## src/hdl/pfcs_pkg.sv

```systemverilog
// shared types, widths and codes for the palette fade cycle sequencer
// no dependencies; imported by pfcs_div and the top level
package pfcs_pkg;

	localparam int PALETTE_DEPTH_DEF = 16;

	localparam int NOW_W     = 32;
	localparam int CH_W      = 8;
	localparam int POS_W     = 4;
	localparam int CFG_IDX_W = 3;
	localparam int PH_W      = 18;            // one phase in ms, at most 255000
	localparam int TOT_W     = 20;            // sum of three phases
	localparam int PN_W      = 2 * CH_W + 10; // units * scale * 1000
	localparam int DVD_W     = 32;
	localparam int DSR_W     = 20;
	localparam int COLOR_W   = 3 * CH_W;

	localparam logic [9:0]      MS_PER_S    = 10'd1000;

	// floor(x / 255) is (x * RECIP_255) >> RECIP_SH for every x below 2^26
	localparam int RCP_W    = 27;
	localparam int RECIP_SH = 34;
	localparam logic [RCP_W-1:0] RECIP_255 = 27'd67372037;

	localparam logic [CH_W-1:0] STEM_RST    = 8'd128;
	localparam logic [CH_W-1:0] FADE_IN_RST = 8'd50;
	localparam logic [CH_W-1:0] HOLD_RST    = 8'd150;
	localparam logic [CH_W-1:0] FADE_OUT_RST = 8'd50;
	localparam logic [CH_W-1:0] SCALE_RST   = 8'd1;

	typedef enum logic [1:0] {
		OP_START  = 2'd0,
		OP_APPEND = 2'd1,
		OP_FRAME  = 2'd2
	} opcode_t;

	typedef enum logic [CFG_IDX_W-1:0] {
		CFG_STEM     = 3'd0,
		CFG_FADE_IN  = 3'd1,
		CFG_HOLD     = 3'd2,
		CFG_FADE_OUT = 3'd3,
		CFG_SCALE    = 3'd4
	} cfg_reg_t;

	typedef enum logic [3:0] {
		ST_IDLE,
		ST_PH_MUL,
		ST_PH_LOAD,
		ST_PH_WAIT,
		ST_TOT,
		ST_MOD_LOAD,
		ST_MOD_WAIT,
		ST_RD,
		ST_RD_WAIT,
		ST_ENV_LOAD,
		ST_ENV_WAIT,
		ST_OUT
	} pfcs_state_t;

	typedef struct packed {
		logic [1:0]       opcode;
		logic [NOW_W-1:0] now_ms;
		logic [CH_W-1:0]  in_hue;
		logic [CH_W-1:0]  in_sat;
		logic [CH_W-1:0]  in_val;
	} pfcs_in_t;

	typedef struct packed {
		logic             shown;
		logic [CH_W-1:0]  out_hue;
		logic [CH_W-1:0]  out_sat;
		logic [CH_W-1:0]  out_val;
		logic [CH_W-1:0]  stem_out;
		logic [POS_W-1:0] palette_pos;
	} pfcs_out_t;

	typedef struct packed {
		logic             start;
		logic [DVD_W-1:0] dividend;
		logic [DSR_W-1:0] divisor;
	} div_req_t;

	typedef struct packed {
		logic             busy;
		logic             done;
		logic [DVD_W-1:0] quot;
		logic [DSR_W-1:0] rem;
	} div_rsp_t;

endpackage

```

## src/hdl/pfcs_div.sv

```systemverilog
// shared restoring divider, one quotient bit per cycle
// depends on pfcs_pkg
module pfcs_div (
	input  logic                clk,
	input  logic                arst_n,
	input  pfcs_pkg::div_req_t  req,
	output pfcs_pkg::div_rsp_t  rsp
);
	import pfcs_pkg::*;

	localparam int CNT_W = $clog2(DVD_W);

	logic             busy_q;
	logic             done_q;
	logic [CNT_W-1:0] cnt_q;
	logic [DVD_W-1:0] quot_q;
	logic [DSR_W-1:0] rem_q;
	logic [DSR_W-1:0] dsr_q;
	logic [DSR_W:0]   trial;
	logic [DSR_W:0]   diff;
	logic             fits;

	// dividend bits shift out of quot_q as quotient bits shift in
	assign trial = {rem_q, quot_q[DVD_W-1]};
	assign diff  = trial - {1'b0, dsr_q};
	assign fits  = trial >= {1'b0, dsr_q};

	always_ff @(posedge clk or negedge arst_n) begin
		if (!arst_n) begin
			busy_q <= 1'b0;
			done_q <= 1'b0;
			cnt_q  <= '0;
		end else begin
			done_q <= 1'b0;
			if (req.start) begin
				busy_q <= 1'b1;
				cnt_q  <= CNT_W'(DVD_W - 1);
			end else if (busy_q) begin
				cnt_q <= cnt_q - CNT_W'(1);
				if (cnt_q == '0) begin
					busy_q <= 1'b0;
					done_q <= 1'b1;
				end
			end
		end
	end

	always_ff @(posedge clk) begin
		if (req.start) begin
			quot_q <= req.dividend;
			rem_q  <= '0;
			dsr_q  <= req.divisor;
		end else if (busy_q) begin
			quot_q <= {quot_q[DVD_W-2:0], fits};
			rem_q  <= fits ? diff[DSR_W-1:0] : trial[DSR_W-1:0];
		end
	end

	assign rsp.busy = busy_q;
	assign rsp.done = done_q;
	assign rsp.quot = quot_q;
	assign rsp.rem  = rem_q;

endmodule

```

## src/hdl/pfcs_palette_ram.sv

```systemverilog
// palette store, one write port and one registered read port
// depends on pfcs_pkg for nothing; sized by parameters from the top level
module pfcs_palette_ram #(
	parameter int DEPTH = 16,
	parameter int AW    = 4,
	parameter int DW    = 24
) (
	input  logic          clk,
	input  logic          we,
	input  logic [AW-1:0] waddr,
	input  logic [DW-1:0] wdata,
	input  logic [AW-1:0] raddr,
	output logic [DW-1:0] rdata
);
	logic [DW-1:0] mem_q [DEPTH];
	logic [DW-1:0] rdata_q;

	always_ff @(posedge clk) begin
		if (we) begin
			mem_q[waddr] <= wdata;
		end
		rdata_q <= mem_q[raddr];
	end

	assign rdata = rdata_q;

endmodule

```

## src/hdl/palette_fade_cycle_sequencer_unit.sv

```systemverilog
// top level: palette fade cycle sequencer, sequencer around a shared divider
// depends on pfcs_pkg, pfcs_div, pfcs_palette_ram
//
//   channel | direction | handshake         | payload
//   in      | into unit | in_valid/in_ready | in_data (pfcs_in_t)
//   out     | from unit | out_valid/out_ready | out_data (pfcs_out_t)
//   cfg     | into unit | cfg_valid/cfg_ready | cfg_index, cfg_data
//
// start and append requests are handled in the idle state; a frame on an empty palette goes straight to the output step
// a frame in a fade phase makes three passes through the 1-bit-per-cycle divider
// (cycle modulo, value and stem fades); in the hold phase only the modulo pass, with zero cycle length none
// the first frame on a non-empty palette after reset or after a timing register write
// also recomputes the three phase lengths by reciprocal multiplication
// reset is asynchronous, active low; a pending result holds in the output register
// while out_ready is low, and the next request is taken meanwhile
module palette_fade_cycle_sequencer_unit #(
	parameter int PALETTE_DEPTH = pfcs_pkg::PALETTE_DEPTH_DEF
) (
	input  logic                              clk,
	input  logic                              arst_n,
	input  logic                              in_valid,
	output logic                              in_ready,
	input  pfcs_pkg::pfcs_in_t                in_data,
	output logic                              out_valid,
	input  logic                              out_ready,
	output pfcs_pkg::pfcs_out_t               out_data,
	input  logic                              cfg_valid,
	output logic                              cfg_ready,
	input  logic [pfcs_pkg::CFG_IDX_W-1:0]    cfg_index,
	input  logic [pfcs_pkg::CH_W-1:0]         cfg_data
);
	import pfcs_pkg::*;

	localparam int IDX_W = (PALETTE_DEPTH > 1) ? $clog2(PALETTE_DEPTH) : 1;
	localparam int CNT_W = $clog2(PALETTE_DEPTH + 1);
	localparam logic [CNT_W-1:0] DEPTH_C = CNT_W'(PALETTE_DEPTH);

	pfcs_state_t state_q, state_d;

	logic [CH_W-1:0]  stem_q, fin_units_q, hold_units_q, fout_units_q, scale_q;
	logic [PH_W-1:0]  fin_ms_q, hold_ms_q, fout_ms_q;
	logic             stale_q;
	logic [CNT_W-1:0] count_q;
	logic [IDX_W-1:0] idx_q;
	logic [NOW_W-1:0] start_q;
	logic             out_valid_q;
	pfcs_out_t        out_q;

	logic [1:0]       ph_sel_q;
	logic             env_sel_q;
	logic [NOW_W-1:0] now_q;
	logic [TOT_W-1:0] total_q;
	logic [TOT_W-1:0] e_q;
	logic [2*CH_W-1:0] prod_q;
	logic [PN_W-1:0]  ph_num_q;
	logic [PH_W-1:0]  num_q;
	logic [PH_W-1:0]  env_dsr_q;
	logic [CH_W-1:0]  hue_q, sat_q, base_q, val_q, stemv_q;
	logic             shown_q;

	div_req_t         div_req;
	div_rsp_t         div_rsp;

	logic             in_acc;
	logic             frame_go;
	logic             append_we;
	logic             out_load;
	logic [CH_W-1:0]  units_sel;
	logic [PN_W-1:0]  ph_num;
	logic [PN_W+RCP_W-1:0] ph_prod;
	logic [PH_W-1:0]  ph_ms;
	logic [CH_W-1:0]  env_base;
	logic [CH_W+PH_W-1:0] env_prod;
	logic [TOT_W-1:0] total_sum;
	logic [TOT_W-1:0] fin_end;
	logic [TOT_W-1:0] hold_end;
	logic             in_fade_in;
	logic             flat;
	logic [NOW_W-1:0] elapsed;
	logic [IDX_W-1:0] idx_nxt;
	logic [COLOR_W-1:0] rd_color;

	assign in_acc    = in_valid && in_ready;
	assign frame_go  = in_acc && (in_data.opcode == OP_FRAME);
	assign append_we = in_acc && (in_data.opcode == OP_APPEND) && (count_q < DEPTH_C);
	assign cfg_ready = 1'b1;
	assign out_load  = (state_q == ST_OUT) && (!out_valid_q || out_ready);

	always_comb begin
		case (ph_sel_q)
			2'd0:    units_sel = fin_units_q;
			2'd1:    units_sel = hold_units_q;
			default: units_sel = fout_units_q;
		endcase
	end

	assign ph_num    = PN_W'(prod_q) * PN_W'(MS_PER_S);
	// division by 255 as a reciprocal multiply
	assign ph_prod   = (PN_W+RCP_W)'(ph_num_q) * (PN_W+RCP_W)'(RECIP_255);
	assign ph_ms     = ph_prod[RECIP_SH +: PH_W];
	assign env_base  = env_sel_q ? stem_q : base_q;
	assign env_prod  = (CH_W+PH_W)'(env_base) * (CH_W+PH_W)'(num_q);
	assign total_sum = TOT_W'(fin_ms_q) + TOT_W'(hold_ms_q) + TOT_W'(fout_ms_q);
	assign fin_end   = TOT_W'(fin_ms_q);
	assign hold_end  = TOT_W'(fin_ms_q) + TOT_W'(hold_ms_q);
	assign in_fade_in = e_q < fin_end;
	// zero cycle length or hold phase: full level, no envelope division
	assign flat      = (total_q == '0) || (!in_fade_in && (e_q < hold_end));
	assign elapsed   = now_q - start_q;
	assign idx_nxt   = ((CNT_W'(idx_q) + CNT_W'(1)) == count_q) ? '0 : idx_q + IDX_W'(1);

	always_ff @(posedge clk or negedge arst_n) begin
		if (!arst_n) begin
			state_q <= ST_IDLE;
		end else begin
			state_q <= state_d;
		end
	end

	always_comb begin
		state_d          = state_q;
		in_ready         = 1'b0;
		div_req.start    = 1'b0;
		div_req.dividend = '0;
		div_req.divisor  = '0;
		case (state_q)
			ST_IDLE: begin
				in_ready = 1'b1;
				if (frame_go) begin
					if (count_q == '0) begin
						state_d = ST_OUT;
					end else if (stale_q) begin
						state_d = ST_PH_MUL;
					end else begin
						state_d = ST_TOT;
					end
				end
			end
			ST_PH_MUL: begin
				state_d = ST_PH_LOAD;
			end
			ST_PH_LOAD: begin
				state_d = ST_PH_WAIT;
			end
			ST_PH_WAIT: begin
				state_d = (ph_sel_q == 2'd2) ? ST_TOT : ST_PH_MUL;
			end
			ST_TOT: begin
				state_d = ST_MOD_LOAD;
			end
			ST_MOD_LOAD: begin
				if (total_q == '0) begin
					state_d = ST_RD;
				end else begin
					div_req.start    = 1'b1;
					div_req.dividend = elapsed;
					div_req.divisor  = DSR_W'(total_q);
					state_d          = ST_MOD_WAIT;
				end
			end
			ST_MOD_WAIT: begin
				if (div_rsp.done) begin
					state_d = ST_RD;
				end
			end
			ST_RD: begin
				state_d = ST_RD_WAIT;
			end
			ST_RD_WAIT: begin
				state_d = flat ? ST_OUT : ST_ENV_LOAD;
			end
			ST_ENV_LOAD: begin
				div_req.start    = 1'b1;
				div_req.dividend = DVD_W'(env_prod);
				div_req.divisor  = DSR_W'(env_dsr_q);
				state_d          = ST_ENV_WAIT;
			end
			ST_ENV_WAIT: begin
				if (div_rsp.done) begin
					state_d = env_sel_q ? ST_OUT : ST_ENV_LOAD;
				end
			end
			ST_OUT: begin
				if (out_load) begin
					state_d = ST_IDLE;
				end
			end
			default: begin
				state_d = ST_IDLE;
			end
		endcase
	end

	// control and architectural state
	always_ff @(posedge clk or negedge arst_n) begin
		if (!arst_n) begin
			stem_q       <= STEM_RST;
			fin_units_q  <= FADE_IN_RST;
			hold_units_q <= HOLD_RST;
			fout_units_q <= FADE_OUT_RST;
			scale_q      <= SCALE_RST;
			stale_q      <= 1'b1;
			count_q      <= '0;
			idx_q        <= '0;
			start_q      <= '0;
			out_valid_q  <= 1'b0;
		end else begin
			if (cfg_valid) begin
				case (cfg_index)
					CFG_STEM: begin
						stem_q <= cfg_data;
					end
					CFG_FADE_IN: begin
						fin_units_q <= cfg_data;
						stale_q     <= 1'b1;
					end
					CFG_HOLD: begin
						hold_units_q <= cfg_data;
						stale_q      <= 1'b1;
					end
					CFG_FADE_OUT: begin
						fout_units_q <= cfg_data;
						stale_q      <= 1'b1;
					end
					CFG_SCALE: begin
						scale_q <= cfg_data;
						stale_q <= 1'b1;
					end
					default: begin
					end
				endcase
			end
			if (in_acc && (in_data.opcode == OP_START)) begin
				count_q <= '0;
				idx_q   <= '0;
				start_q <= in_data.now_ms;
			end
			if (append_we) begin
				count_q <= count_q + CNT_W'(1);
			end
			if (frame_go && (count_q != '0) && (CNT_W'(idx_q) >= count_q)) begin
				idx_q <= '0;
			end
			if ((state_q == ST_PH_WAIT) && (ph_sel_q == 2'd2)) begin
				stale_q <= 1'b0;
			end
			// a full cycle has passed: advance and realign to the boundary
			if ((state_q == ST_MOD_WAIT) && div_rsp.done && (div_rsp.quot != '0)) begin
				idx_q   <= idx_nxt;
				start_q <= now_q - NOW_W'(div_rsp.rem);
			end
			if (out_load) begin
				out_valid_q <= 1'b1;
			end else if (out_ready) begin
				out_valid_q <= 1'b0;
			end
		end
	end

	// working registers of one frame request
	always_ff @(posedge clk) begin
		if (frame_go) begin
			now_q    <= in_data.now_ms;
			ph_sel_q <= 2'd0;
			shown_q  <= (count_q != '0);
			hue_q    <= '0;
			sat_q    <= '0;
			val_q    <= '0;
			stemv_q  <= '0;
		end
		if (state_q == ST_PH_MUL) begin
			prod_q <= (2*CH_W)'(units_sel) * (2*CH_W)'(scale_q);
		end
		if (state_q == ST_PH_LOAD) begin
			ph_num_q <= ph_num;
		end
		if (state_q == ST_PH_WAIT) begin
			case (ph_sel_q)
				2'd0:    fin_ms_q  <= ph_ms;
				2'd1:    hold_ms_q <= ph_ms;
				default: fout_ms_q <= ph_ms;
			endcase
			ph_sel_q <= ph_sel_q + 2'd1;
		end
		if (state_q == ST_TOT) begin
			total_q <= total_sum;
		end
		if ((state_q == ST_MOD_WAIT) && div_rsp.done) begin
			e_q <= div_rsp.rem;
		end
		if (state_q == ST_RD_WAIT) begin
			hue_q     <= rd_color[3*CH_W-1:2*CH_W];
			sat_q     <= rd_color[2*CH_W-1:CH_W];
			base_q    <= rd_color[CH_W-1:0];
			env_sel_q <= 1'b0;
			if (flat) begin
				val_q   <= rd_color[CH_W-1:0];
				stemv_q <= stem_q;
			end else if (in_fade_in) begin
				num_q     <= e_q[PH_W-1:0];
				env_dsr_q <= fin_ms_q;
			end else begin
				// time left in the fade out
				num_q     <= PH_W'(total_q - e_q);
				env_dsr_q <= fout_ms_q;
			end
		end
		if ((state_q == ST_ENV_WAIT) && div_rsp.done) begin
			if (env_sel_q) begin
				stemv_q <= div_rsp.quot[CH_W-1:0];
			end else begin
				val_q     <= div_rsp.quot[CH_W-1:0];
				env_sel_q <= 1'b1;
			end
		end
		if (out_load) begin
			out_q.shown       <= shown_q;
			out_q.out_hue     <= hue_q;
			out_q.out_sat     <= sat_q;
			out_q.out_val     <= val_q;
			out_q.stem_out    <= stemv_q;
			out_q.palette_pos <= shown_q ? POS_W'(idx_q) : '0;
		end
	end

	pfcs_div u_div (
		.clk    (clk),
		.arst_n (arst_n),
		.req    (div_req),
		.rsp    (div_rsp)
	);

	pfcs_palette_ram #(
		.DEPTH (PALETTE_DEPTH),
		.AW    (IDX_W),
		.DW    (COLOR_W)
	) u_ram (
		.clk   (clk),
		.we    (append_we),
		.waddr (count_q[IDX_W-1:0]),
		.wdata ({in_data.in_hue, in_data.in_sat, in_data.in_val}),
		.raddr (idx_q),
		.rdata (rd_color)
	);

	assign out_valid = out_valid_q;
	assign out_data  = out_q;

	a_count_max: assert property (@(posedge clk) disable iff (!arst_n)
		count_q <= DEPTH_C)
		else $error("palette count above depth");

	a_idx_in_range: assert property (@(posedge clk) disable iff (!arst_n)
		(state_q == ST_RD) |-> (CNT_W'(idx_q) < count_q))
		else $error("palette read beyond filled entries");

	a_div_free: assert property (@(posedge clk) disable iff (!arst_n)
		div_req.start |-> !div_rsp.busy)
		else $error("divider started while busy");

	a_phases_fresh: assert property (@(posedge clk) disable iff (!arst_n)
		(state_q == ST_TOT) |-> !stale_q)
		else $error("cycle length taken from stale phase lengths");

	a_out_from_seq: assert property (@(posedge clk) disable iff (!arst_n)
		$rose(out_valid_q) |-> $past(state_q == ST_OUT))
		else $error("result raised outside output step");

endmodule
```

## config.mk

```make
export PLATFORM = sky130hd
export DESIGN_NAME = palette_fade_cycle_sequencer_unit
export DESIGN_NICKNAME = d
export VERILOG_FILES = /design/src/hdl/pfcs_pkg.sv /design/src/hdl/pfcs_div.sv /design/src/hdl/pfcs_palette_ram.sv /design/src/hdl/palette_fade_cycle_sequencer_unit.sv
export SDC_FILE = /design/constraint.sdc
export NUM_CORES = 2
export LEC_CHECK = 0
export BUFFER_PORTS_ARGS = -buffer_cell sky130_fd_sc_hd__clkbuf_2
export CORE_MARGIN = 4
export CORE_UTILIZATION = 30
export CTS_CLUSTER_SIZE = 12
export DETAILED_ROUTE_END_ITERATION = 7
export GPL_TIMING_DRIVEN = 0
export PLACE_DENSITY = 0.52
export SYNTH_ARGS = -nofsm -noshare
export SYNTH_HDL_FRONTEND = slang
export SYNTH_SLANG_ARGS = --single-unit
```

## constraint.sdc

```tcl
create_clock -name clk -period 11.4 [get_ports clk]
set_input_delay 0.57 -clock clk [delete_from_list [all_inputs] [get_ports clk]]
set_output_delay 0.57 -clock clk [all_outputs]
set_load 0.05 [all_outputs]
```

# == Word level (Yosys, flattened, before mapping) ==
# Memory sizes are Yosys's and may differ from the RTL's. A register that Yosys moved wholly into a read port is not among the register bits.
# Index checks and enable logic that the tools add are counted.
# word_totals
ff_bits,448
mem_bits_rw,384
inputBits,74
output_inout_bits,40
wordCells,198
memories,1
# op_classes
n_addsub,11
n_mul,4
order_cmp,5
n_eq_ne,24
mux,62
bitwise_logic,2
reduce_logical,48
# memory_table
name,words,word_bits,read_ports,rd_ports_with_merged_regs,wr,line_no,source
u_ram.mem_q,16,24,1,1,1,pfcs_palette_ram.sv:15,logic [DW-1:0] mem_q [DEPTH];
# ops
operator,count
$mux W32,4
$mux W8,14
$pmux W53 S2,1
$mux W53,1
$mul A23 B27 Y49 const B,1
$pmux W4 S12,1
$mux W18,2
$mux W4,9
$reduce_bool A32 Y1,1
$sub A32 B20 Y32,1
$sub A32 B32 Y32,1
$mul A8 B18 Y26,1
$mul A16 B7 Y23 const B,1
$ge A21 B20 Y1,1
$add A20 B18 Y20,1
$logic_not A20 Y1,1
$lt A20 B18 Y1,1
$lt A20 B19 Y1,1
$mux W20,1
$mux W5,4
$reduce_and A2 Y1,10
$sub A20 B20 Y20,1
$add A18 B18 Y19,1
$mux W1,18
other kinds (38),78

# == Logic depth before layout (Yosys ltp) ==
# depth
word_depth,9
mapped_depth,26
depth_no_buf,26

# == By module ==
# A second synthesis with hierarchy kept.
# hier_totals
cells_unflattened,4393
hier_area_um2,53318.6
# modules_own_cells
module,instances,cells_each,area_per_inst_um2,seq_area_each_um2
palette_fade_cycle_sequencer_unit,1,3352,33915.0,10491.3
pfcs_palette_ram,1,636,14930.6,12011.5
pfcs_div,1,405,4473.0,2137.0

# == Least setup slack after synthesis ==
# Ideal clock, no wire load.
# synth_timing
path_type,register -> register
startpoint,register env_sel_q
endpoint,register u_div.quot_q[23] (data pin)
setup_time_ns,0.268
arrival_time_ns,5.783
required_ns,11.132
path_slack_ns,5.349
path_stages_with_launch,22
path_buffers,2
period_less_slack_ns,6.051
cell_sequence,dfxtp_1 -> clkbuf_1 -> mux2i_1 -> clkbuf_1 -> nor2b_1 -> fa_1 -> fa_1 -> fa_1 -> inv_1 -> fa_1 -> inv_1 -> ha_1 -> a21o_1 -> a21o_1 -> nor3_1 -> o211ai_1 -> a41oi_1 -> nor2b_1 -> o21a_1 -> or3_1 -> a32oi_1 -> o21ai_0
# synth_via
elab_chain_cells,4
# synth_rtl
element,line_no,source
start: declaration,palette_fade_cycle_sequencer_unit.sv:50,logic env_sel_q;
start signal: assignment,palette_fade_cycle_sequencer_unit.sv:295,env_sel_q <= 1'b0;
start signal: assignment,palette_fade_cycle_sequencer_unit.sv:313,env_sel_q <= 1'b1;
$mux W8,palette_fade_cycle_sequencer_unit.sv:101,assign env_base = env_sel_q ? stem_q : base_q;
$mul A8 B18 Y26,palette_fade_cycle_sequencer_unit.sv:102,assign env_prod = (CH_W+PH_W)'(env_base) * (CH_W+PH_W)'(num_q);
$pmux W53 S2,palette_fade_cycle_sequencer_unit.sv:126,case (state_q)
$mux W32,pfcs_div.sv:49,if (req.start) begin
end signal: assignment,pfcs_div.sv:50,quot_q <= req.dividend;
end signal: assignment,pfcs_div.sv:54,"quot_q <= {quot_q[DVD_W-2:0], fits};"
end: declaration,pfcs_div.sv:16,logic [DVD_W-1:0] quot_q;
# No other way between the ends.
# A chain may end at the register's enable or synchronous reset.

# == Worst setup path in the final report ==
# layout_timing
startpoint,register env_sel_q
endpoint,register u_div.quot_q[25] (data pin)
# The elaborated chain is that of the path after synthesis.

==> impl_metrics.toml <==
[detailed_routing]
drtAntennaViolNets = 0
wl_mm = 140
drt_iter0_drc = 2248
drc_errors = 0
via_per_inst = 4.83
vias = 34500
post_drt_wl_per_cell_um = 19.6
dr.pass1.iters = 5

[floorplan]
die_h_um = 426
die_area_um2 = 182000
die_x_um = 426
rows = 153
io_pins = 114
fp.coreArea_um2 = 174000
start_util_pct = 30.2

[synth]
async_flop_share_pct = 11.0
netlist.top_cell.by_area = "edfxtp_1"
synth-seq-cells = 856
synth_top_area_share_pct = 40.1
synth_ff_type = "edfxtp_1"
yosys.area_share.simple_pct = 9.75
yosysUniqueCellTypes = 86
synthCells = 4448
synth_top_family_by_area = "adder cells"
synth_xor_xnor_area_share_pct = 2.57
synth-compound-area-share_pct = 10.1
ys_seq_area_share_pct = 47.0
syn-num-nets = 5221
synth-edff-count = 701
synthMuxAreaShare_pct = 5.79
syn-mean-instance-area_um2 = 11.8
yosys.area_share.adder_pct = 19.8
netlist_area_um2 = 52400
synth_area_leaders = "edfxtp_1, ha_1, fa_1"
yosys_warnings = 0

[grt]
grt_overflow = 0
track_usage_pct = 15.4
first_global_vias = 35700
grt_pass1_wl_mm = 216
grt_max_degree = 88
antenna_found_initial = 5

[sta]
period_share_pct = 66.6
fmax_mhz = 132
hold_viol = 0
fin_crit_ns = 7.59
rsz0062_at_grt = "no"
final.setup.tns_ns = 0
drv_slew = 0
setup_viol_count_final = 0
fin_skew_ns = 0.0611
fin_ws_ns = 3.81
max_slew_margin_pct = 11.2
tightest_slew_ns = 1.32

[clock_tree]
cts.clk_slew.worst_paths_ns = 0.06
cts.htree.levels = 3
cts_tree = "built"
numCtsBuffers = 97
cts.sinks = 856
clock_path_buffers = 3
postCtsSetupBuffers = 0
root_buffer = "clkbuf_16"
clkLatencyLatePin_ns = 0.74

[place]
pre_cts_ws_ns = 3.78
io_buffer_count = 112
dp_hpwl_mm = 108
placed_area_um2 = 56700
gp_routability_congestion = 0.869

[final_layout]
layout_commonest_cell = "edfxtp_1"
syn2layout_area_growth_pct = 14.8
fin_area_um2 = 60200
nets = 5515
most-common-layout-cells = "edfxtp_1, inv_1, ha_1"
layout-drive-gt1-share_pct = 10.7

[worst_setup_path]
cpMaxStageDelayCell = "mux2i_1"
required_ns = 11.86
crit_type = "reg -> reg"
arrival_ns = 8.06
path_max_fanout = 10
cpMostUsedCell = "fa_1"
reg2regPathDepth = 21
cp-start-kind = "register"
cp_cell_sequence = "clkbuf_1, mux2i_1, clkbuf_1, nor2b_1, fa_1, fa_1, fa_1, inv_1, fa_1, inv_1, ha_1, a21o_1, a21o_1, nor3_1, o211ai_1, a41oi_1, nor2b_1, o21a_1, o21ai_0, mux2i_1, o21ai_1"
slowest_delay_ns = 1.09
endpoint_kind = "register"

[job]
max_cap_violations = 0

[outcome]
status = "finished, final reports clean"

[min_path]
hold_depth = 1
worstHoldPathType = "in -> reg"
## final timing paths
path | slack, ns | endpoint | from
max | 3.81 | u_div.quot_q[25]$_DFFE_PP_ | env_sel_q$_DFF_P_
min | 0.05 | now_q[24]$_DFFE_PP_ | in_data[48]
max reg2reg | 3.81 | u_div.quot_q[25]$_DFFE_PP_ | env_sel_q$_DFF_P_
min reg2reg | 0.41 | out_data[25]$_DFFE_PP_ | sat_q[5]$_SDFFCE_PP0P_
max in group asynchronous | 10.42 | count_q[1]$_DFFE_PN0P_ | arst_n
min in group asynchronous | 0.21 | start_q[25]$_DFFE_PN0P_ | arst_n
## per-stage QoR
stage,instances,hold WS (ns),utilization (%)
floorplan,4448,0.274,-
global placement,6885,0.407,32.2
detailed placement,6944,0.405,32.6
CTS,7151,0.00111,34.6
global route,7151,0.0285,34.6
finish,7152,0.0496,34.6
## timing repair
action / 4_1_cts / 5_1_grt
hold buffers: 24 / 0
gates resized for setup: 0 / 0
endpoints found under the hold margin: 95 / 0
## metal layers
metal | global-route usage [%] | wire [um] | share of wire (%)
met1 | 20.4 | 63100 | 45
met2 | 26.3 | 68200 | 49
met3 | 1.94 | 5030 | 3.6
met4 | 4.40 | 3590 | 2.6
met5 | 0 | 45 | 0.032
## worst max-delay path: cells and delay by family, from the launching register on
family	cells	cell delay (ns)
compound gates	7	1.47
fa+ha+maj	5	2.47
buf+inv	4	1.19
flops	1	0.33
mux	2	1.39
simple gates	3	0.45
## cell type report
cell class                      count  area [um2]
Inverter                          545        2050
Fill cell                       17400      114000
Timing Repair Buffer              195        1440
Multi-Input combinational cell   2915       25400
Sequential cell                   856       24600
Clock buffer                      141        2790
Buffer                            132         528
Tap cell                         2325        2910
Clock inverter                     42         504
Antenna cell                        1        2.50
## cell families (layout without fill, tap and decap cells)
kind of cell	Yosys count	count (layout)
compound gates	817	817
fa+ha+maj	699	699
xor+xnor	154	154
simple gates	1010	1010
buf+inv	677	1055
flops	856	856
other cells	1	2
mux	234	234
## registers in the layout (all words and copies together), names as in the netlist, 18 cells and up
signal        flops
e_q              20
env_dsr_q        18
fin_ms_q         18
fout_ms_q        18
hold_ms_q        18
now_q            32
num_q            18
out_data         37
ph_num_q         23
start_q          32
total_q          20
u_div.dsr_q      20
u_div.quot_q     32
u_div.rem_q      20
u_ram.mem_q     384
u_ram.rdata      24
## Yosys cell counts, drive strengths merged, types with 13 or more instances
cell type / instances
xor2: 57
nand2: 298
inv: 545
and3: 36
o21ai: 203
dfxtp: 61
dfstp: 13
nor2: 161
dfrtp: 81
mux2: 74
nor3: 61
o21bai: 19
nand3: 67
a31oi: 33
a22oi: 46
or3: 22
ha: 479
a211oi: 26
a21o: 79
edfxtp: 701
nand4: 25
o31ai: 18
a21boi: 18
mux4: 48
nor4: 32
a221oi: 29
fa: 220
mux2i: 112
and2: 72
xnor2: 97
a21oi: 195
o21a: 21
buf: 27
o211ai: 35
nand2b: 51
nor2b: 137
clkbuf: 105
a22o: 19
Power is not shown: default switching activity piles up to over one toggle a cycle in this logic, so the estimate is an artifact.
